**config.mk**
```make
export PLATFORM = sky130hd
export DESIGN_NAME = sced_front
export DESIGN_NICKNAME = d
export VERILOG_FILES = /design/src/design/sced_pkg.sv /design/src/design/sced_front.sv
export SDC_FILE = /design/constraint.sdc
export NUM_CORES = 1
export LEC_CHECK = 0
export BUFFER_PORTS_ARGS = -buffer_cell sky130_fd_sc_hd__buf_4
export CAP_MARGIN = 20
export CORE_AREA = 2 2 44 46
export CTS_CLUSTER_DIAMETER = 30
export DETAILED_ROUTE_END_ITERATION = 16
export DIE_AREA = 0 0 46 48
export PLACE_DENSITY = 0.76
export SYNTH_ARGS = -nofsm -noshare
export SYNTH_HDL_FRONTEND = slang
export SYNTH_SLANG_ARGS = --single-unit
```
**constraint.sdc**
```tcl
create_clock -name clock -period 3 [get_ports clock]
set_input_delay 0 -clock clock [delete_from_list [all_inputs] [get_ports clock]]
set_output_delay 0 -clock clock [all_outputs]
set_load 0.05 [all_outputs]
```
**src/design/sced_pkg.sv**
```systemverilog
// Shared types and constants of the streaming community edge step block.
// No dependencies; every other file in this folder but sced_ram imports it.
package sced_pkg;

   localparam int NODE_ID_W = 10;
   localparam int COMM_W    = 10;
   localparam int THR_W     = 16;
   localparam int CLASS_W   = 2;
   localparam int CSR_ADDR_W = 2;
   localparam int CSR_DATA_W = 32;

   localparam logic [THR_W-1:0] MIN_THRESHOLD   = 16'd2;
   localparam logic [THR_W-1:0] RESET_THRESHOLD = 16'd2;

   localparam logic [CSR_ADDR_W-1:0] ADDR_THRESHOLD = 2'd0;

   localparam logic [CLASS_W-1:0] CLASS_JOIN   = 2'd0;
   localparam logic [CLASS_W-1:0] CLASS_LINK   = 2'd1;
   localparam logic [CLASS_W-1:0] CLASS_IGNORE = 2'd2;

   typedef struct packed {
      logic [NODE_ID_W-1:0] source;
      logic [NODE_ID_W-1:0] target;
   } edge_type;

   typedef struct packed {
      logic     valid;
      edge_type item;
   } queue_head_type;

endpackage

```
**src/design/sced_front.sv**
```systemverilog
// Front end: accepts an edge word and reduces both node ids modulo the table size
// in two halves around the hold register before pushing the edge into the queue. Depends on sced_pkg.
module sced_front import sced_pkg::*; #(
   parameter int NODE_COUNT = 1024
) (
   input  logic                 clock,
   input  logic                 reset,
   input  logic                 start,
   input  logic [NODE_ID_W-1:0] req_source_node,
   input  logic [NODE_ID_W-1:0] req_target_node,
   input  logic                 queue_full,
   input  logic                 clearing,
   output logic                 busy,
   output logic                 push,
   output edge_type             push_edge
);

   logic                 hold_ff, hold_in;
   logic [NODE_ID_W-1:0] src_ff, src_in;
   logic [NODE_ID_W-1:0] tgt_ff, tgt_in;
   logic                 accept;

   // Restoring remainder: the upper half of the steps at acceptance, the lower half after.
   function automatic logic [NODE_ID_W-1:0] reduce_high(input logic [NODE_ID_W-1:0] v);
      logic [31:0] acc;
      logic [31:0] lim;
      acc = 32'(v);
      for (int k = 9; k >= 5; k--) begin
         lim = 32'(NODE_COUNT) << k;
         if (acc >= lim) begin
            acc = acc - lim;
         end
      end
      return acc[NODE_ID_W-1:0];
   endfunction

   function automatic logic [NODE_ID_W-1:0] reduce_low(input logic [NODE_ID_W-1:0] v);
      logic [31:0] acc;
      logic [31:0] lim;
      acc = 32'(v);
      for (int k = 4; k >= 0; k--) begin
         lim = 32'(NODE_COUNT) << k;
         if (acc >= lim) begin
            acc = acc - lim;
         end
      end
      return acc[NODE_ID_W-1:0];
   endfunction

   assign busy   = clearing | hold_ff | queue_full;
   assign accept = start & ~busy;

   always_comb begin
      hold_in = accept;
      src_in  = src_ff;
      tgt_in  = tgt_ff;
      if (accept) begin
         src_in = reduce_high(req_source_node);
         tgt_in = reduce_high(req_target_node);
      end
   end

   assign push             = hold_ff;
   assign push_edge.source = reduce_low(src_ff);
   assign push_edge.target = reduce_low(tgt_ff);

   always_ff @(posedge clock) begin
      if (reset) begin
         hold_ff <= 1'b0;
      end else begin
         hold_ff <= hold_in;
      end
      src_ff <= src_in;
      tgt_ff <= tgt_in;
   end

endmodule

```
==> flow_metrics.env, run 1 <==
export IMPL_status="complete, no violations"
export IMPL_grt_start_max_net_pins=15
export IMPL_required_ns=3.00
export IMPL_crit_path_max_incr_delay_ns=0.52
export IMPL_seq_area_sq_um=621
export IMPL_grt_overflow_total=0
export IMPL_finalClockSkew_ns=0.00371
export IMPL_cts_inserted_buffers=3
export IMPL_cts_root_buf="clkbuf_4"
export IMPL_setup_worst_path_start_class="register"
export IMPL_final_area_sq_mm=0.00127
export IMPL_n_antenna_cell=0
export IMPL_fmax_mhz=669
export IMPL_multi_input_area_sq_um=38.8
export IMPL_ant_nets=0
export IMPL_ys_warn_count=0
export IMPL_rrSetupSlack_ns=1.51
export IMPL_fin_nets=122
export IMPL_max_slew_margin_pct=66.6
export IMPL_core_area_sq_mm=0.00169
export IMPL_die_area_sq_mm=0.00221
export IMPL_io_pins=47
export IMPL_syn_inst=24
export IMPL_die_w_um=46
export IMPL_clockBufferDepth=2
export IMPL_post_route_period_util_pct=49.8
export IMPL_finalMaxSlewViolations=0
export IMPL_first_global_vias=513
export IMPL_vias=509
export IMPL_synth_area_top_cells="edfxtp_1 (91%), nor4b_4 (3.6%), dfxtp_1 (3.0%)"
export IMPL_synth_cell_types=5
export IMPL_clk_latency_ns=0.29
export IMPL_htreeDepth=1
export IMPL_synth_async_reset_ratio_pct=0
export IMPL_setup_violations=0
export IMPL_layout_drive_gt1_share_pct=54.2
export IMPL_cp_max_fo=14
export IMPL_yosysTopAreaCellShare_pct=91.1
export IMPL_yosysMostFrequentCell="edfxtp_1"
export IMPL_ys_ff_latch=21
export IMPL_port_buffers=46
export IMPL_synth_largest_area_cell="edfxtp_1"
export IMPL_syn_num_nets=49
export IMPL_clk_pin_slew_worst_paths_ns=0.11
export IMPL_clkSinkCount=21
export IMPL_die_y_um=48
export IMPL_fillerInstances=107
export IMPL_wire_per_inst_um=14.0
export IMPL_finalWeightedCongestion=0.609
export IMPL_fp_row_count=15
export IMPL_crit_type="reg -> reg"
export IMPL_synth_edff_count=20
export IMPL_grt_pass1_wl_um=2100
export IMPL_syn2layout_area_growth_pct=92.6
export IMPL_syn_area_sq_um=659
export IMPL_worst_pin_slew_ns=0.500
export IMPL_holdCritPathClass="in -> reg"
export IMPL_maxCapViolations=0
export IMPL_antenna_found_initial=0
export IMPL_synth_common_cells="edfxtp_1 (20), and2b_1 (1), dfxtp_1 (1), nor4b_4 (1), or3_2 (1)"
export IMPL_setup_tns_ns=0
export IMPL_ir_worst_vdd_mv=0.338
export IMPL_placed_cell_area_sq_mm=0.00103
export IMPL_drtIter0Drc=3
export IMPL_power_density_mw_per_mm2=440
export IMPL_syn_area_per_cell_sq_um=27.5
export IMPL_rsz0062_at_grt="false"
export IMPL_ys_flop_type="edfxtp_1"
export IMPL_vias_per_cell=4.50
export IMPL_cp_slowest_cell="nor4b_4"
export IMPL_path_cells="nor4b_4 -> buf_4"
export IMPL_dr_pass1_iters=4
export IMPL_cts_tree="yes"
export IMPL_endpoint_kind="register"
export IMPL_arrival_ns=1.49
export IMPL_wl_um=1580
export IMPL_start_util_pct=39.0
export IMPL_drc=0
export IMPL_period_minus_slack_ns=1.49
export IMPL_ys_seq_area_share_pct=94.1
export IMPL_finalHoldViolations=0
export IMPL_cts_resized=0
export IMPL_power_static_leakage_nw=0.537
export IMPL_gr_usage_all_layers_pct=14.4
export IMPL_cts_setup_buffers=0
[path summary, 6_finish.rpt]
path | from | cells after the start | to
hold reg to reg | push | 1 | src_ff[8]
hold / removal | queue_full | 2 | src_ff[8]
setup reg to reg | push | 2 | src_ff[6]
setup / recovery | push | 2 | src_ff[6]
[worst max-delay path: cells and delay by family (launching register included)]
kind | cells | cell delay, ns
buffers and inverters | 1 | 0.31
flip-flops | 1 | 0.36
AND/OR/NAND/NOR | 1 | 0.52
[cell type report]
| cell class | instances | area share, % |
|---|---|---|
| well taps | 17 | 1.67 |
| repair buffers | 68 | 44.3 |
| clock buffers | 4 | 2.07 |
| flip-flops and latches | 21 | 48.9 |
| multi-input cells | 3 | 3.05 |
[through the flow]
stage / setup WS, ns / power, W / instances / utilization, % / hold slack (ns)
finish: 1.51 / 0.000559 / 113 / 75.2 / 0.0416
floorplan: 1.21 / 0.000375 / 24 / - / 0.0989
global route: 1.44 / 0.000584 / 113 / 75.2 / 0.0220
CTS: 1.50 / 0.000561 / 113 / 75.2 / 0.0327
detailed placement: 1.52 / 0.000414 / 88 / 61.2 / 0.179
global placement: 1.58 / 0.000412 / 88 / 61.2 / 0.179
[power breakdown]
group	total, W	switching [W]	internal (W)
Clock	0.000130	0.0000779	0.0000516
Sequential	0.000333	0.00000254	0.000330
Combinational	0.0000965	0.0000465	0.0000501
Total	0.000559	0.000127	0.000432
[sequential cells by signal (all words and copies together) (netlist names)]
name	flops
push	1
src_ff	10
tgt_ff	10
[cells by family after synthesis]
| logic type | synth area share (%) |
|---|---|
| simple gates | 5.88 |
| flops | 94.1 |
[layout by cell type (no fill, tap or decap)]
cell type,netlist,routed
buf_4,0,47
dlygate4sd3_1,0,21
edfxtp_1,20,20
clkbuf_4,0,3
or3_2,1,1
nor4b_4,1,1
and2b_1,1,1
clkbuf_1,0,1
dfxtp_1,1,1
[layer usage]
| metal | vias up | wire length [um] | share of wire (%) | GRT usage (%) |
|---|---|---|---|---|
| met4 | 0 | 0 | 0 | 5.14 |
| met5 | - | 0 | 0 | 0 |
| met3 | 0 | 132 | 8.4 | 4.53 |
| met1 | 236 | 486 | 31 | 12.0 |
| met2 | 33 | 960 | 61 | 30.6 |
| li1 | 240 | - | - | - |
[repair_timing]
action,CTS,global route
setup endpoints to repair,0,0
hold buffers,21,0
endpoints found under the hold margin,21,0
Note: power is estimated with default switching activity, not from simulation.
==> inputs of run 2 (changes only) <==
- CORE_AREA: 2 2 44 46 -> 2 2 45 47
- DIE_AREA: 0 0 46 48 -> 0 0 47 49
- PLACE_DENSITY: 0.76 -> 0.73
- clock period: 3 -> 1.4 ns (I/O delays scaled with it)
==> flow_metrics.env, run 2 (synthesis gave the netlist of run 1 again) <==
export IMPL_finalClockSkew_ns=0.00153
export IMPL_cts_tree="yes"
export IMPL_drtIter0Drc=2
export IMPL_crit_end="busy"
export IMPL_setup_violations=0
export IMPL_crit_path_max_incr_delay_ns=0.48
export IMPL_cts_inserted_buffers=3
export IMPL_htreeDepth=1
export IMPL_wl_um=1440
export IMPL_wire_per_inst_um=11.7
export IMPL_path_cells="or3_2 -> buf_4"
export IMPL_die_w_um=47
export IMPL_rsz0062_at_grt="false"
export IMPL_rrSetupSlack_ns=0.26
export IMPL_required_ns=1.40
export IMPL_power_static_leakage_nw=0.540
export IMPL_ir_worst_vdd_mv=0.650
export IMPL_multi_input_area_sq_um=38.8
export IMPL_dpl_worst_slack_ns=0.273
export IMPL_mostFrequentLayoutCell="buf_4"
export IMPL_setup_worst_path_start_class="register"
export IMPL_ant_nets=0
export IMPL_finalWeightedCongestion=0.612
export IMPL_drc=0
export IMPL_worst_pin_slew_ns=0.279
export IMPL_cts_resized=0
export IMPL_post_route_period_util_pct=96.0
export IMPL_clk_latency_ns=0.28
export IMPL_finalHoldViolations=0
export IMPL_layout_common_cells="buf_4 (46), dlygate4sd3_1 (21), edfxtp_1 (20)"
export IMPL_clk_pin_slew_worst_paths_ns=0.11
export IMPL_placed_cell_area_sq_mm=0.00106
export IMPL_clockBufferDepth=2
export IMPL_power_density_mw_per_mm2=918
export IMPL_final_setup_worst_slack_ns=0.0565
export IMPL_grt_start_max_net_pins=22
export IMPL_finalMaxSlewViolations=0
export IMPL_final_area_sq_mm=0.00130
export IMPL_fp_row_count=16
export IMPL_maxCapViolations=0
export IMPL_core_area_sq_mm=0.00184
export IMPL_first_global_vias=517
export IMPL_io_pins=47
export IMPL_die_y_um=49
export IMPL_p_total_w=0.00119
export IMPL_period_minus_slack_ns=1.34
export IMPL_cts_root_buf="clkbuf_4"
export IMPL_grt_pass1_wl_um=2180
export IMPL_cp_slowest_cell="or3_2"
export IMPL_start_util_pct=35.8
export IMPL_arrival_ns=1.34
export IMPL_fillerInstances=131
export IMPL_crit_type="reg -> out"
export IMPL_max_slew_margin_pct=81.3
export IMPL_layout_drive_gt1_share_pct=55.2
export IMPL_vias=511
export IMPL_antenna_found_initial=0
export IMPL_dp_cells=98
export IMPL_n_antenna_cell=0
export IMPL_holdCritPathClass="in -> reg"
export IMPL_gr_usage_all_layers_pct=13.7
export IMPL_grt_overflow_total=0
export IMPL_dr_pass1_iters=2
export IMPL_crit_path_start="push"
export IMPL_fmax_mhz=744
export IMPL_ff2ff_path_depth=2
export IMPL_r2r_start="push"
export IMPL_vias_per_cell=4.15
export IMPL_cp_max_fo=3
export IMPL_status="complete, no violations"
export IMPL_r2r_end="tgt_ff[4]"
export IMPL_seq_area_sq_um=624
export IMPL_clkSinkCount=21
export IMPL_die_area_sq_mm=0.00230
export IMPL_fin_nets=122
export IMPL_final_cells=123
export IMPL_endpoint_kind="output port"
export IMPL_port_buffers=46
export IMPL_syn2layout_area_growth_pct=97.0
[run 2: cell types whose count changed in the layout (fill, tap and decap cells not counted)]
cell / change
dfxtp_4: +1
dfxtp_1: -1
buf_12: +1
buf_4: -1
[run 2: repair_timing]
item	CTS	global route
hold buffers	21	0
buffers inserted	0	0
endpoints found under the hold margin	21	0
[run 2: final cells by class]
class | count | area share, %
timing repair buffer | 68 | 44.3
multi-input combinational | 3 | 2.99
clock buffer | 4 | 2.02
tap | 27 | 2.60
sequential | 21 | 48.1
[run 2: through the flow]
| step | TNS [ns] | util [%] | hold WS (ns) |
|---|---|---|---|
| after global placement | 0 | 57.7 | 0.178 |
| after CTS | 0 | 70.5 | 0.166 |
| after floorplan | -3.63 | - | 0.0989 |
| after global routing | 0 | 70.5 | 0.162 |
| after detailed placement | 0 | 57.7 | 0.179 |
| final | 0 | 70.5 | 0.183 |
[run 2: worst min-delay path by stage]
stage	from	endpoint	slack [ns]	cells past startpoint
final	queue_full	tgt_ff[0]	0.18	3
after global routing	queue_full	src_ff[5]	0.16	3
after CTS	queue_full	src_ff[2]	0.17	3
after detailed placement	req_target_node[6]	tgt_ff[6]	0.18	1
after global placement	req_source_node[5]	src_ff[5]	0.18	1
after floorplan	req_source_node[0]	src_ff[0]	0.1	0
[run 2: metal layers]
metal / wire length, um / GRT usage [%]
met5: 0 / 0
met4: 6 / 5.56
met3: 118 / 3.33
met2: 799 / 25.1
met1: 519 / 13.8
[run 2: report_power, final]
part	switching [W]	internal [W]	total, W
clock network	0.000160	0.000111	0.000271
logic	0.0000993	0.000110	0.000209
registers	0.00000531	0.000706	0.000712
total	0.000265	0.000927	0.00119
[run 2: critical path, delay by kind of cell (launching register included)]
family | cells | cell delay [ns]
buffers and inverters | 1 | 0.20
DFF | 1 | 0.37
and+or+nand+nor | 1 | 0.48
