==> src/design/sced_pkg.sv <==
// Shared types and constants of the streaming community edge step block.
// No dependencies; every other file in this folder but sced_ram imports it.
package sced_pkg;

   localparam int NODE_ID_W = 10;
   localparam int COMM_W    = 10;
   localparam int THR_W     = 16;
   localparam int CLASS_W   = 2;
   localparam int CSR_ADDR_W = 2;
   localparam int CSR_DATA_W = 32;

   localparam logic [THR_W-1:0] MIN_THRESHOLD   = 16'd2;
   localparam logic [THR_W-1:0] RESET_THRESHOLD = 16'd2;

   localparam logic [CSR_ADDR_W-1:0] ADDR_THRESHOLD = 2'd0;

   localparam logic [CLASS_W-1:0] CLASS_JOIN   = 2'd0;
   localparam logic [CLASS_W-1:0] CLASS_LINK   = 2'd1;
   localparam logic [CLASS_W-1:0] CLASS_IGNORE = 2'd2;

   typedef struct packed {
      logic [NODE_ID_W-1:0] source;
      logic [NODE_ID_W-1:0] target;
   } edge_type;

   typedef struct packed {
      logic     valid;
      edge_type item;
   } queue_head_type;

endpackage

==> src/design/sced_queue.sv <==
// Short queue of reduced edges between the front end and the table sequencer.
// Depends on sced_pkg.
module sced_queue import sced_pkg::*; #(
   parameter int DEPTH = 2
) (
   input  logic           clock,
   input  logic           reset,
   input  logic           push,
   input  edge_type       push_edge,
   input  logic           pop,
   output queue_head_type head,
   output logic           full
);

   localparam int PTR_W = (DEPTH > 1) ? $clog2(DEPTH) : 1;
   localparam int CNT_W = $clog2(DEPTH + 1);

   edge_type         slot_ff [DEPTH];
   logic [PTR_W-1:0] wr_ptr_ff, wr_ptr_in;
   logic [PTR_W-1:0] rd_ptr_ff, rd_ptr_in;
   logic [CNT_W-1:0] count_ff, count_in;

   function automatic logic [PTR_W-1:0] next_ptr(input logic [PTR_W-1:0] p);
      return (p == PTR_W'(DEPTH - 1)) ? '0 : p + 1'b1;
   endfunction

   assign head.valid = (count_ff != '0);
   assign head.item  = slot_ff[rd_ptr_ff];
   assign full       = (count_ff == CNT_W'(DEPTH));

   always_comb begin
      wr_ptr_in = push ? next_ptr(wr_ptr_ff) : wr_ptr_ff;
      rd_ptr_in = pop ? next_ptr(rd_ptr_ff) : rd_ptr_ff;
      count_in  = count_ff;
      if (push && !pop) begin
         count_in = count_ff + 1'b1;
      end else if (pop && !push) begin
         count_in = count_ff - 1'b1;
      end
   end

   always_ff @(posedge clock) begin
      if (reset) begin
         wr_ptr_ff <= '0;
         rd_ptr_ff <= '0;
         count_ff  <= '0;
      end else begin
         wr_ptr_ff <= wr_ptr_in;
         rd_ptr_ff <= rd_ptr_in;
         count_ff  <= count_in;
      end
      if (push) begin
         slot_ff[wr_ptr_ff] <= push_edge;
      end
   end

endmodule

==> config.mk <==
export PLATFORM = sky130hd
export DESIGN_NAME = sced_queue
export DESIGN_NICKNAME = d
export VERILOG_FILES = /design/src/design/sced_pkg.sv /design/src/design/sced_queue.sv
export SDC_FILE = /design/constraint.sdc
export NUM_CORES = 1
export LEC_CHECK = 0
export BUFFER_PORTS_ARGS = -buffer_cell sky130_fd_sc_hd__buf_4
export CAP_MARGIN = 15
export CORE_ASPECT_RATIO = 2
export CORE_MARGIN = 2
export CORE_UTILIZATION = 45
export DETAILED_ROUTE_END_ITERATION = 16
export PLACE_DENSITY_LB_ADDON = 0.05
export RECOVER_POWER = 50
export SLEW_MARGIN = 20
export SYNTH_ARGS = -nofsm -noshare
export SYNTH_HDL_FRONTEND = slang
export SYNTH_SLANG_ARGS = --single-unit
==> constraint.sdc <==
create_clock -name clock -period 1.95 [get_ports clock]
set_clock_uncertainty 0.2 [all_clocks]
set_input_delay 0.0975 -clock clock [delete_from_list [all_inputs] [get_ports clock]]
set_output_delay 0.0975 -clock clock [all_outputs]
set_load 0.05 [all_outputs]
==> results.py, run 1 <==
metrics = {
    "outcome": {
        "outcome": "completed",
    },
    "synth": {
        "synth_nets": 109,
        "synth_area_leaders": "edfxtp_1 (73%), mux2_2 (14%), dfxtp_1 (6.1%)",
        "synth.avg_cell_area_sq_um": 19.60,
        "yosys_warnings": 0,
        "synthFlopType": "edfxtp_1",
        "synth_most_common_cell": "edfxtp_1",
        "yosys-top-cells-count": "edfxtp_1 (40), mux2_2 (20), dfxtp_1 (5)",
        "synth_cell_types": 16,
        "yosysTopAreaCellShare_pct": 72.95,
        "postSynthCellCount": 84,
        "ys_seq_area_share_pct": 79.03,
        "syn_area_sq_um": 1647,
        "synth_area_leader_cell": "edfxtp_1",
        "ys_seq_elements": 45,
        "synthArstFlopShare_pct": 0,
        "synth_edf_count": 40,
    },
    "layout": {
        "final_cells": 214,
        "syn2layout_area_growth_pct": 45.29,
        "drive_above_1_share_pct": 46.06,
        "finalInstanceArea_sq_um": 2392,
        "multi_input_area_sq_um": 334.1,
        "nNetsFinal": 189,
        "n_fill_cell": 295,
        "regArea_sq_um": 1301,
        "diodes": 0,
    },
    "clock_tree": {
        "clockRootBuffer": "clkbuf_8",
        "cts_made_buffers": 5,
        "htree_levels": 2,
        "clock_latency_ns": 0.28,
        "clock_path_buffers": 2,
        "cts_tree": "yes",
        "numClockSinks": 45,
        "clk_pin_slew_worst_paths_ns": 0.07,
    },
    "place": {
        "dp_hpwl_microns": 2075,
        "placed_cells": 182,
        "port-buffer-count": 45,
        "gp_congestion": 0.6552,
        "place_area_sq_um": 2083,
        "place_ws_ns": 0.4825,
    },
    "min_path": {
        "hp-start": "count_ff[1]",
        "min_to": "count_ff[1]",
        "min_path_type": "flip-flop to flip-flop",
        "whs_path_depth": 2,
    },
    "routing": {
        "viasPerCell": 4.636,
        "route.detailed.drc": 0,
        "drt_iter0_drc": 16,
        "vias": 992,
        "wirelength_microns": 2920,
        "drtPass1Iterations": 4,
        "postRouteAntennaNets": 0,
        "wl_per_cell_microns": 13.64,
    },
    "global_routing": {
        "grt_busiest_layer": "met2",
        "grt.total_usage_pct": 15.94,
        "grt_pass1_wl_microns": 4519,
        "antenna_found_initial": 0,
        "grt_overflow_total": 0,
        "grt_pass1_vias": 1072,
        "met3_usage_pct": 4.646,
        "grt_max_degree": 15,
        "use_met1_pct": 15.12,
        "grt.met2_usage_pct": 29.89,
    },
    "power": {
        "vdd_ir_drop_max_v": 0.0006982,
        "total_power_w": 0.002168,
        "leakage_nw": 0.9216,
        "p_per_area_nw_per_um2": 906.2,
    },
    "worst_setup_path": {
        "r2r-end": "slot_ff[1][6]",
        "worst-r2r-cell-count": 2,
        "regToRegSetupSlack_ns": 0.37,
        "crit_type": "input port to flip-flop",
        "crit_path_end_kind": "flip-flop",
        "worstPathMaxFanout": 8,
        "reg2reg_from": "wr_ptr_ff",
        "cp.arrival_ns": 1.54,
        "crit_path_start": "push",
        "cp.required_ns": 1.75,
        "startpoint_type": "input port",
    },
    "timing": {
        "setup_viol": 0,
        "finalHoldViolations": 0,
        "timing.slew.headroom_pct": 66.99,
        "max_slew.worst_pin.slew_ns": 0.4949,
        "worst_slack_ns": 0.2093,
        "rsz0062_at_grt": "no",
        "maxSlewViolCount": 0,
        "fin_crit_ns": 1.741,
        "post-route-period-util_pct": 89.27,
        "fmax_mhz": 574.5,
        "setup_tns_ns": 0,
    },
    "die": {
        "rows": 31,
        "die_w_microns": 46.78,
        "die_y_microns": 89.55,
        "boundaryPins": 46,
        "coreArea_sq_um": 3568,
        "start_util_pct": 46.14,
        "die-area_sq_um": 4188,
    },
    "job": {
        "max-cap-violations": 0,
    },
}
-- routing by layer --
| layer | vias to the layer above | part of all wire [%] |
|---|---|---|
| li1 | 475 | - |
| met1 | 483 | 35 |
| met2 | 28 | 59 |
| met3 | 6 | 3.9 |
| met4 | 0 | 1.7 |
| met5 | - | 0 |
-- cell usage in the layout (no fill, tap or decap) --
cell type and count:
xor2_1 2, xnor2_1 2, buf_4 29, ha_1 1, clkbuf_4 19, clkbuf_1 5, o21ai_0 1, or3_1 1
nor2_1 4, clkbuf_8 5, a21oi_1 1, and2b_2 1, clkinv_1 1, dlygate4sd3_1 24, nor2b_2 1, or2_2 1
edfxtp_1 40, and2_0 1, inv_1 1, mux2_2 20, dfxtp_1 5
-- cell type report --
type | count | share of cell area, %
Multi-Input combinational cell | 36 | 13.96
Tap cell | 49 | 2.563
Timing Repair Buffer | 75 | 25.58
Clock buffer | 7 | 3.190
Inverter | 1 | 0.1569
Sequential cell | 45 | 54.39
Clock inverter | 1 | 0.1569
-- through the flow --
| step | util (%) | hold slack (ns) |
|---|---|---|
| floorplan | - | -0.03343 |
| global placement | 58.38 | 0.08364 |
| detailed placement | 58.38 | 0.08542 |
| CTS | 67.36 | 0.3049 |
| global route | 67.04 | 0.3486 |
| finish | 67.04 | 0.3082 |
-- power breakdown --
group          leakage, nW  switching [W]  internal, W
sequential           0.417      0.0000220      0.00112
combinational        0.465       0.000300     0.000202
clock               0.0399       0.000276     0.000249
total                0.922       0.000598      0.00157
-- registers in the layout, summed over array words and instances (netlist names), named ones only --
name / flops
count_ff: 2
wr_ptr_ff: 1
rd_ptr_ff: 1
slot_ff: 40
-- critical path, cell delays in order --
cell and delay, ns:
dlygate4sd3_1 0.53, clkbuf_1 0.19, and2_0 0.46, buf_4 0.26
-- how the worst max path moves through the flow --
stage | endpoint | slack, ns | depth (start not counted)
2_1_floorplan | slot_ff[0][0] | 0.11 | 1
6_report | slot_ff[1][6] | 0.21 | 4
3_3_place_gp | slot_ff[1][0] | 0.54 | 2
5_1_grt | slot_ff[1][6] | 0.16 | 4
3_5_place_dp | slot_ff[1][16] | 0.48 | 2
4_1_cts | head[4] | 0.23 | 3
-- logic make-up after synthesis --
| kind of cell | Yosys count | synth area share, % |
|---|---|---|
| fa+ha+maj | 1 | 0.7598 |
| mux | 20 | 13.68 |
| compound gates | 2 | 0.6073 |
| simple gates | 9 | 2.964 |
| flops | 45 | 79.03 |
| buf+inv | 3 | 0.8357 |
| xor+xnor | 4 | 2.128 |
-- repair_timing --
item                      4_1_cts  5_1_grt
hold buffers                   24        0
resized for setup               0        0
hold endpoints to repair       45        0
setup buffers                   0        0
No activity file was read; power rests on OpenSTA's default activity.
==> inputs of run 2 (changes only) <==
--- a/config.mk
+++ b/config.mk
@@ -9,7 +9,8 @@
 export CAP_MARGIN = 15
 export CORE_ASPECT_RATIO = 2
 export CORE_MARGIN = 2
-export CORE_UTILIZATION = 45
+export CORE_UTILIZATION = 48
+export CTS_BUF_LIST = sky130_fd_sc_hd__clkbuf_4 sky130_fd_sc_hd__clkbuf_8
 export DETAILED_ROUTE_END_ITERATION = 16
 export PLACE_DENSITY_LB_ADDON = 0.05
 export RECOVER_POWER = 50
==> results.py, run 2 (synthesis gave the netlist of run 1 again) <==
metrics = {
    "outcome": {
        "outcome": "completed",
    },
    "routing": {
        "met2_length_microns": 1648,
        "vias": 973,
        "wl_met3_microns": 108,
        "wirelength_microns": 2755,
        "viasPerCell": 4.964,
        "top_layer_used": "met4",
        "met1_length_microns": 986,
        "drtPass1Iterations": 4,
        "postRouteAntennaNets": 0,
        "wl_per_cell_microns": 14.06,
        "drt_iter0_drc": 25,
        "route.detailed.drc": 0,
    },
    "clock_tree": {
        "htree_levels": 2,
        "clockRootBuffer": "clkbuf_8",
        "hold_buffers": 23,
        "cts_tree": "yes",
        "cts_resized": 0,
        "cts_made_buffers": 5,
        "clock_path_buffers": 2,
        "cts_setup_buffers": 0,
        "clk_pin_slew_worst_paths_ns": 0.08,
        "clock_latency_ns": 0.28,
        "numClockSinks": 45,
    },
    "timing": {
        "timing.slew.headroom_pct": 74.47,
        "rsz0062_at_grt": "no",
        "worst_slack_ns": 0.2317,
        "post-route-period-util_pct": 88.12,
        "maxSlewViolCount": 0,
        "setup_tns_ns": 0,
        "finalHoldViolations": 0,
        "fmax_mhz": 582.0,
        "fin_crit_ns": 1.718,
        "max_slew.worst_pin.slew_ns": 0.3813,
        "setup_viol": 0,
    },
    "layout": {
        "n_fill_cell": 230,
        "drive_above_1_share_pct": 47.56,
        "top_regs": "slot_ff: 40 flops, count_ff: 2 flops",
        "nNetsFinal": 188,
        "layout_common_cells": "edfxtp_1 (40), buf_4 (29), dlygate4sd3_1 (23)",
        "top_register": "slot_ff",
        "final_common_cell": "edfxtp_1",
        "regArea_sq_um": 1301,
        "multi_input_area_sq_um": 334.1,
        "largest_reg_flops": 40,
        "diodes": 0,
        "syn2layout_area_growth_pct": 45.21,
    },
    "die": {
        "die_y_microns": 86.83,
        "die-area_sq_um": 3943,
        "die_w_microns": 45.42,
        "coreArea_sq_um": 3341,
        "start_util_pct": 49.29,
        "boundaryPins": 46,
        "rows": 30,
    },
    "power": {
        "clkPwrFrac_pct": 28.8,
        "leakage_nw": 0.9288,
        "p_int_w": 0.001694,
        "switching_share_pct": 26.33,
        "seq_power_share_pct": 49.5,
        "pwr-share-comb_pct": 21.7,
        "p_per_area_nw_per_um2": 962.0,
        "p_sw_w": 0.0006057,
        "total_power_w": 0.002300,
        "vdd_ir_drop_max_v": 0.001015,
    },
    "worst_setup_path": {
        "crit_chain": "dlygate4sd3_1 -> clkbuf_1 -> nor2b_2 -> buf_4",
        "crit_type": "input port to flip-flop",
        "worstPathMaxFanout": 8,
        "crit_path_max_incr_delay_ns": 0.53,
        "crit_path_end_kind": "flip-flop",
        "cp.arrival_ns": 1.52,
        "cp_slowest_cell": "dlygate4sd3_1",
        "startpoint_type": "input port",
        "cp.required_ns": 1.75,
    },
    "global_routing": {
        "antenna_found_initial": 0,
        "grt_pass1_vias": 1012,
        "grt_pass1_wl_microns": 4381,
        "grt_overflow_total": 0,
        "grt.total_usage_pct": 15.57,
        "grt_max_degree": 15,
    },
    "min_path": {
        "min_path_type": "flip-flop to flip-flop",
    },
    "job": {
        "max-cap-violations": 0,
    },
    "place": {
        "gp_congestion": 0.6468,
        "place_ws_ns": 0.4824,
        "dp_hpwl_microns": 1982,
        "port-buffer-count": 45,
    },
}
==> run 2: area by class of cell <==
cell class	instances	area share (%)
Sequential cell	45	54.42
Tap cell	32	1.675
Clock inverter	3	1.727
Clock buffer	5	2.878
Timing Repair Buffer	74	25.17
Inverter	1	0.1570
Multi-Input combinational cell	36	13.97
==> run 2: critical path: cells and delay by family <==
family	cells	cell delay [ns]
buffers and inverters	3	1.00
and+or+nand+nor	1	0.41
==> run 2: power by group through the flow <==
stage | Sequential, W | Clock, W | Combinational (W)
CTS | 0.00114 | 0.000680 | 0.000509
floorplan | 0.00116 | 0 | 0.000314
detailed placement | 0.00116 | 0 | 0.000471
global placement | 0.00116 | 0 | 0.000461
finish | 0.00114 | 0.000663 | 0.000498
global route | 0.00114 | 0.000717 | 0.000523
==> run 2: worst paths after layout <==
check                            startpoint        endpoint  slack, ns  cells past startpoint
worst min-delay path            count_ff[1]     count_ff[1]       0.30                      2
worst max-delay path                   push   slot_ff[0][7]       0.23                      4
worst min register to register  count_ff[1]     count_ff[1]       0.30                      2
worst max register to register    wr_ptr_ff  slot_ff[1][12]       0.49                      2
==> run 2: per-layer routing <==
layer | up-vias | track usage, %
met5 | - | 0
met4 | 0 | 4.813
met3 | 2 | 3.750
met2 | 27 | 27.78
met1 | 471 | 17.27
li1 | 473 | -
==> run 2: metrics by stage <==
step / hold slack [ns] / utilization (%) / instances / instance area [sq um]
floorplan: -0.03343 / - / 84 / 1647
global placement: 0.08437 / 61.72 / 165 / 2062
detailed placement: 0.08491 / 61.72 / 165 / 2062
CTS: 0.3060 / 71.91 / 196 / 2402
global route: 0.3353 / 71.57 / 196 / 2391
finish: 0.3047 / 71.57 / 196 / 2391
==> inputs of run 3 (changes only) <==
--- a/config.mk
+++ b/config.mk
@@ -8,8 +8,7 @@
 export BUFFER_PORTS_ARGS = -buffer_cell sky130_fd_sc_hd__buf_4
 export CAP_MARGIN = 15
 export CORE_ASPECT_RATIO = 2
-export CORE_MARGIN = 2
-export CORE_UTILIZATION = 48
+export CORE_UTILIZATION = 55
 export CTS_BUF_LIST = sky130_fd_sc_hd__clkbuf_4 sky130_fd_sc_hd__clkbuf_8
 export DETAILED_ROUTE_END_ITERATION = 16
 export PLACE_DENSITY_LB_ADDON = 0.05
==> constraint.sdc (replaced) <==
create_clock -name clock -period 2.08 [get_ports clock]
set_clock_uncertainty 0.2 [all_clocks]
set_input_delay 0.104 -clock clock [delete_from_list [all_inputs] [get_ports clock]]
set_output_delay 0.104 -clock clock [all_outputs]
set_load 0.05 [all_outputs]
==> results.py, run 3 (synthesis gave the netlist of run 1 again) <==
metrics = {
    "outcome": {
        "outcome": "completed",
    },
    "timing": {
        "fmax_mhz": 568.1,
        "post-route-period-util_pct": 84.63,
        "rsz0062_at_grt": "no",
        "setup_viol": 0,
        "finalHoldViolations": 0,
        "worst_slack_ns": 0.3197,
        "timing.slew.headroom_pct": 60.11,
        "fin_crit_ns": 1.760,
        "max_slew.worst_pin.slew_ns": 0.5981,
        "maxSlewViolCount": 0,
        "setup_tns_ns": 0,
    },
    "routing": {
        "wirelength_microns": 3016,
        "postRouteAntennaNets": 0,
        "vias": 977,
        "wl_per_cell_microns": 15.87,
        "drtPass1Iterations": 4,
        "drt_iter0_drc": 29,
        "route.detailed.drc": 0,
        "viasPerCell": 5.142,
    },
    "place": {
        "dp_hpwl_microns": 1939,
        "port-buffer-count": 45,
        "place_ws_ns": 0.5706,
        "gp_congestion": 0.6422,
    },
    "clock_tree": {
        "cts_tree": "yes",
        "clock_path_buffers": 2,
        "htree_levels": 2,
        "clock_latency_ns": 0.29,
        "numClockSinks": 45,
        "cts_made_buffers": 5,
        "clockRootBuffer": "clkbuf_8",
        "clk_pin_slew_worst_paths_ns": 0.07,
    },
    "die": {
        "die_w_microns": 40.69,
        "start_util_pct": 58.72,
        "die-area_sq_um": 3230,
        "boundaryPins": 46,
        "rows": 27,
        "coreArea_sq_um": 2804,
        "die_y_microns": 79.38,
    },
    "global_routing": {
        "grt_pass1_vias": 1028,
        "grt.total_usage_pct": 23.06,
        "grt_overflow_total": 0,
        "antenna_found_initial": 0,
        "grt_max_degree": 21,
        "grt_pass1_wl_microns": 4733,
    },
    "power": {
        "seq_power_share_pct": 52.2,
        "total_power_w": 0.002049,
        "p_int_w": 0.001477,
        "p_sw_w": 0.0005722,
        "switching_share_pct": 27.92,
        "leakage_nw": 0.9054,
        "pwr-share-comb_pct": 22.7,
        "vdd_ir_drop_max_v": 0.0008260,
        "p_per_area_nw_per_um2": 873.6,
        "clkPwrFrac_pct": 25.1,
    },
    "worst_setup_path": {
        "reg2reg_from": "wr_ptr_ff",
        "worstPathMaxFanout": 13,
        "crit_path_end_kind": "flip-flop",
        "crit_path_start": "push",
        "crit_buf_inv": 3,
        "cp.required_ns": 1.89,
        "worst-r2r-cell-count": 2,
        "startpoint_type": "input port",
        "r2r-end": "slot_ff[1][8]",
        "crit_path_end": "slot_ff[1][8]",
        "crit_path_max_incr_delay_ns": 0.53,
        "critPathTopFamily": "buffers and inverters",
        "regToRegSetupSlack_ns": 0.46,
        "cp_slowest_cell": "and2_0",
        "cp_num_cells": 4,
        "crit_chain": "dlygate4sd3_1 -> clkbuf_1 -> and2_0 -> buf_12",
        "crit_type": "input port to flip-flop",
        "cp.arrival_ns": 1.57,
    },
    "layout": {
        "drive_above_1_share_pct": 45.96,
        "regArea_sq_um": 1301,
        "nNetsFinal": 185,
        "top_regs": "slot_ff: 40 flops, count_ff: 2 flops",
        "n_fill_cell": 148,
        "largest_reg_flops": 40,
        "top_register": "slot_ff",
        "final_common_cell": "edfxtp_1",
        "syn2layout_area_growth_pct": 42.48,
        "layout_common_cells": "edfxtp_1 (40), buf_4 (25), dlygate4sd3_1 (23)",
        "multi_input_area_sq_um": 334.1,
        "diodes": 0,
    },
    "min_path": {
        "min_path_type": "flip-flop to flip-flop",
    },
    "job": {
        "max-cap-violations": 0,
    },
}
[run 3: worst min-delay path, cell delays in order, from the launching register on]
cell	delay (ns)
dfxtp_1	0.33
o21ai_0	0.08
a21oi_1	0.06
[run 3: through the flow]
| stage | hold WS (ns) | instances | util, % | instance area, sq um |
|---|---|---|---|---|
| finish | 0.3135 | 190 | 83.67 | 2346 |
| global route | 0.3458 | 190 | 83.67 | 2346 |
| CTS | 0.3107 | 190 | 84.34 | 2365 |
| detailed placement | 0.09245 | 159 | 73.05 | 2048 |
| global placement | 0.08991 | 159 | 73.05 | 2048 |
| floorplan | -0.02693 | 84 | - | 1647 |
[run 3: area by class of cell]
cell class | instances | area share, %
Sequential cell | 45 | 55.47
Tap cell | 29 | 1.547
Timing Repair Buffer | 71 | 24.91
Clock inverter | 2 | 0.4267
Inverter | 1 | 0.1600
Multi-Input combinational cell | 36 | 14.24
Clock buffer | 6 | 3.253
[run 3: how the worst min path moves through the flow]
| stage | from | endpoint | depth (start not counted) |
|---|---|---|---|
| after floorplan | reset | count_ff[1] | 1 |
| after global placement | push_edge[3] | slot_ff[0][3] | 1 |
| after detailed placement | push_edge[3] | slot_ff[0][3] | 1 |
| after CTS | count_ff[1] | count_ff[1] | 2 |
| after global routing | count_ff[1] | count_ff[1] | 2 |
| final | count_ff[1] | count_ff[1] | 2 |
[run 3: what timing repair did]
item | 4_1_cts | 5_1_grt
setup endpoints to repair | 0 | 0
hold endpoints to repair | 45 | 0
resized for setup | 0 | 0
setup buffers | 0 | 0
hold buffers | 23 | 0
[run 3: power groups by stage]
stage	Sequential [W]	Combinational (W)	Clock, W
finish	0.00107	0.000466	0.000514
global route	0.00108	0.000491	0.000562
global placement	0.00108	0.000429	0
floorplan	0.00108	0.000294	0
CTS	0.00107	0.000473	0.000519
detailed placement	0.00109	0.000437	0
[run 3: layer usage]
| metal | global-route usage, % | vias to the layer above | share of wire, % |
|---|---|---|---|
| met5 | 0 | - | 0 |
| met4 | 13.00 | 0 | 2.7 |
| met3 | 6.685 | 7 | 3.4 |
| met2 | 36.35 | 36 | 56 |
| met1 | 26.17 | 467 | 38 |
| li1 | - | 467 | - |
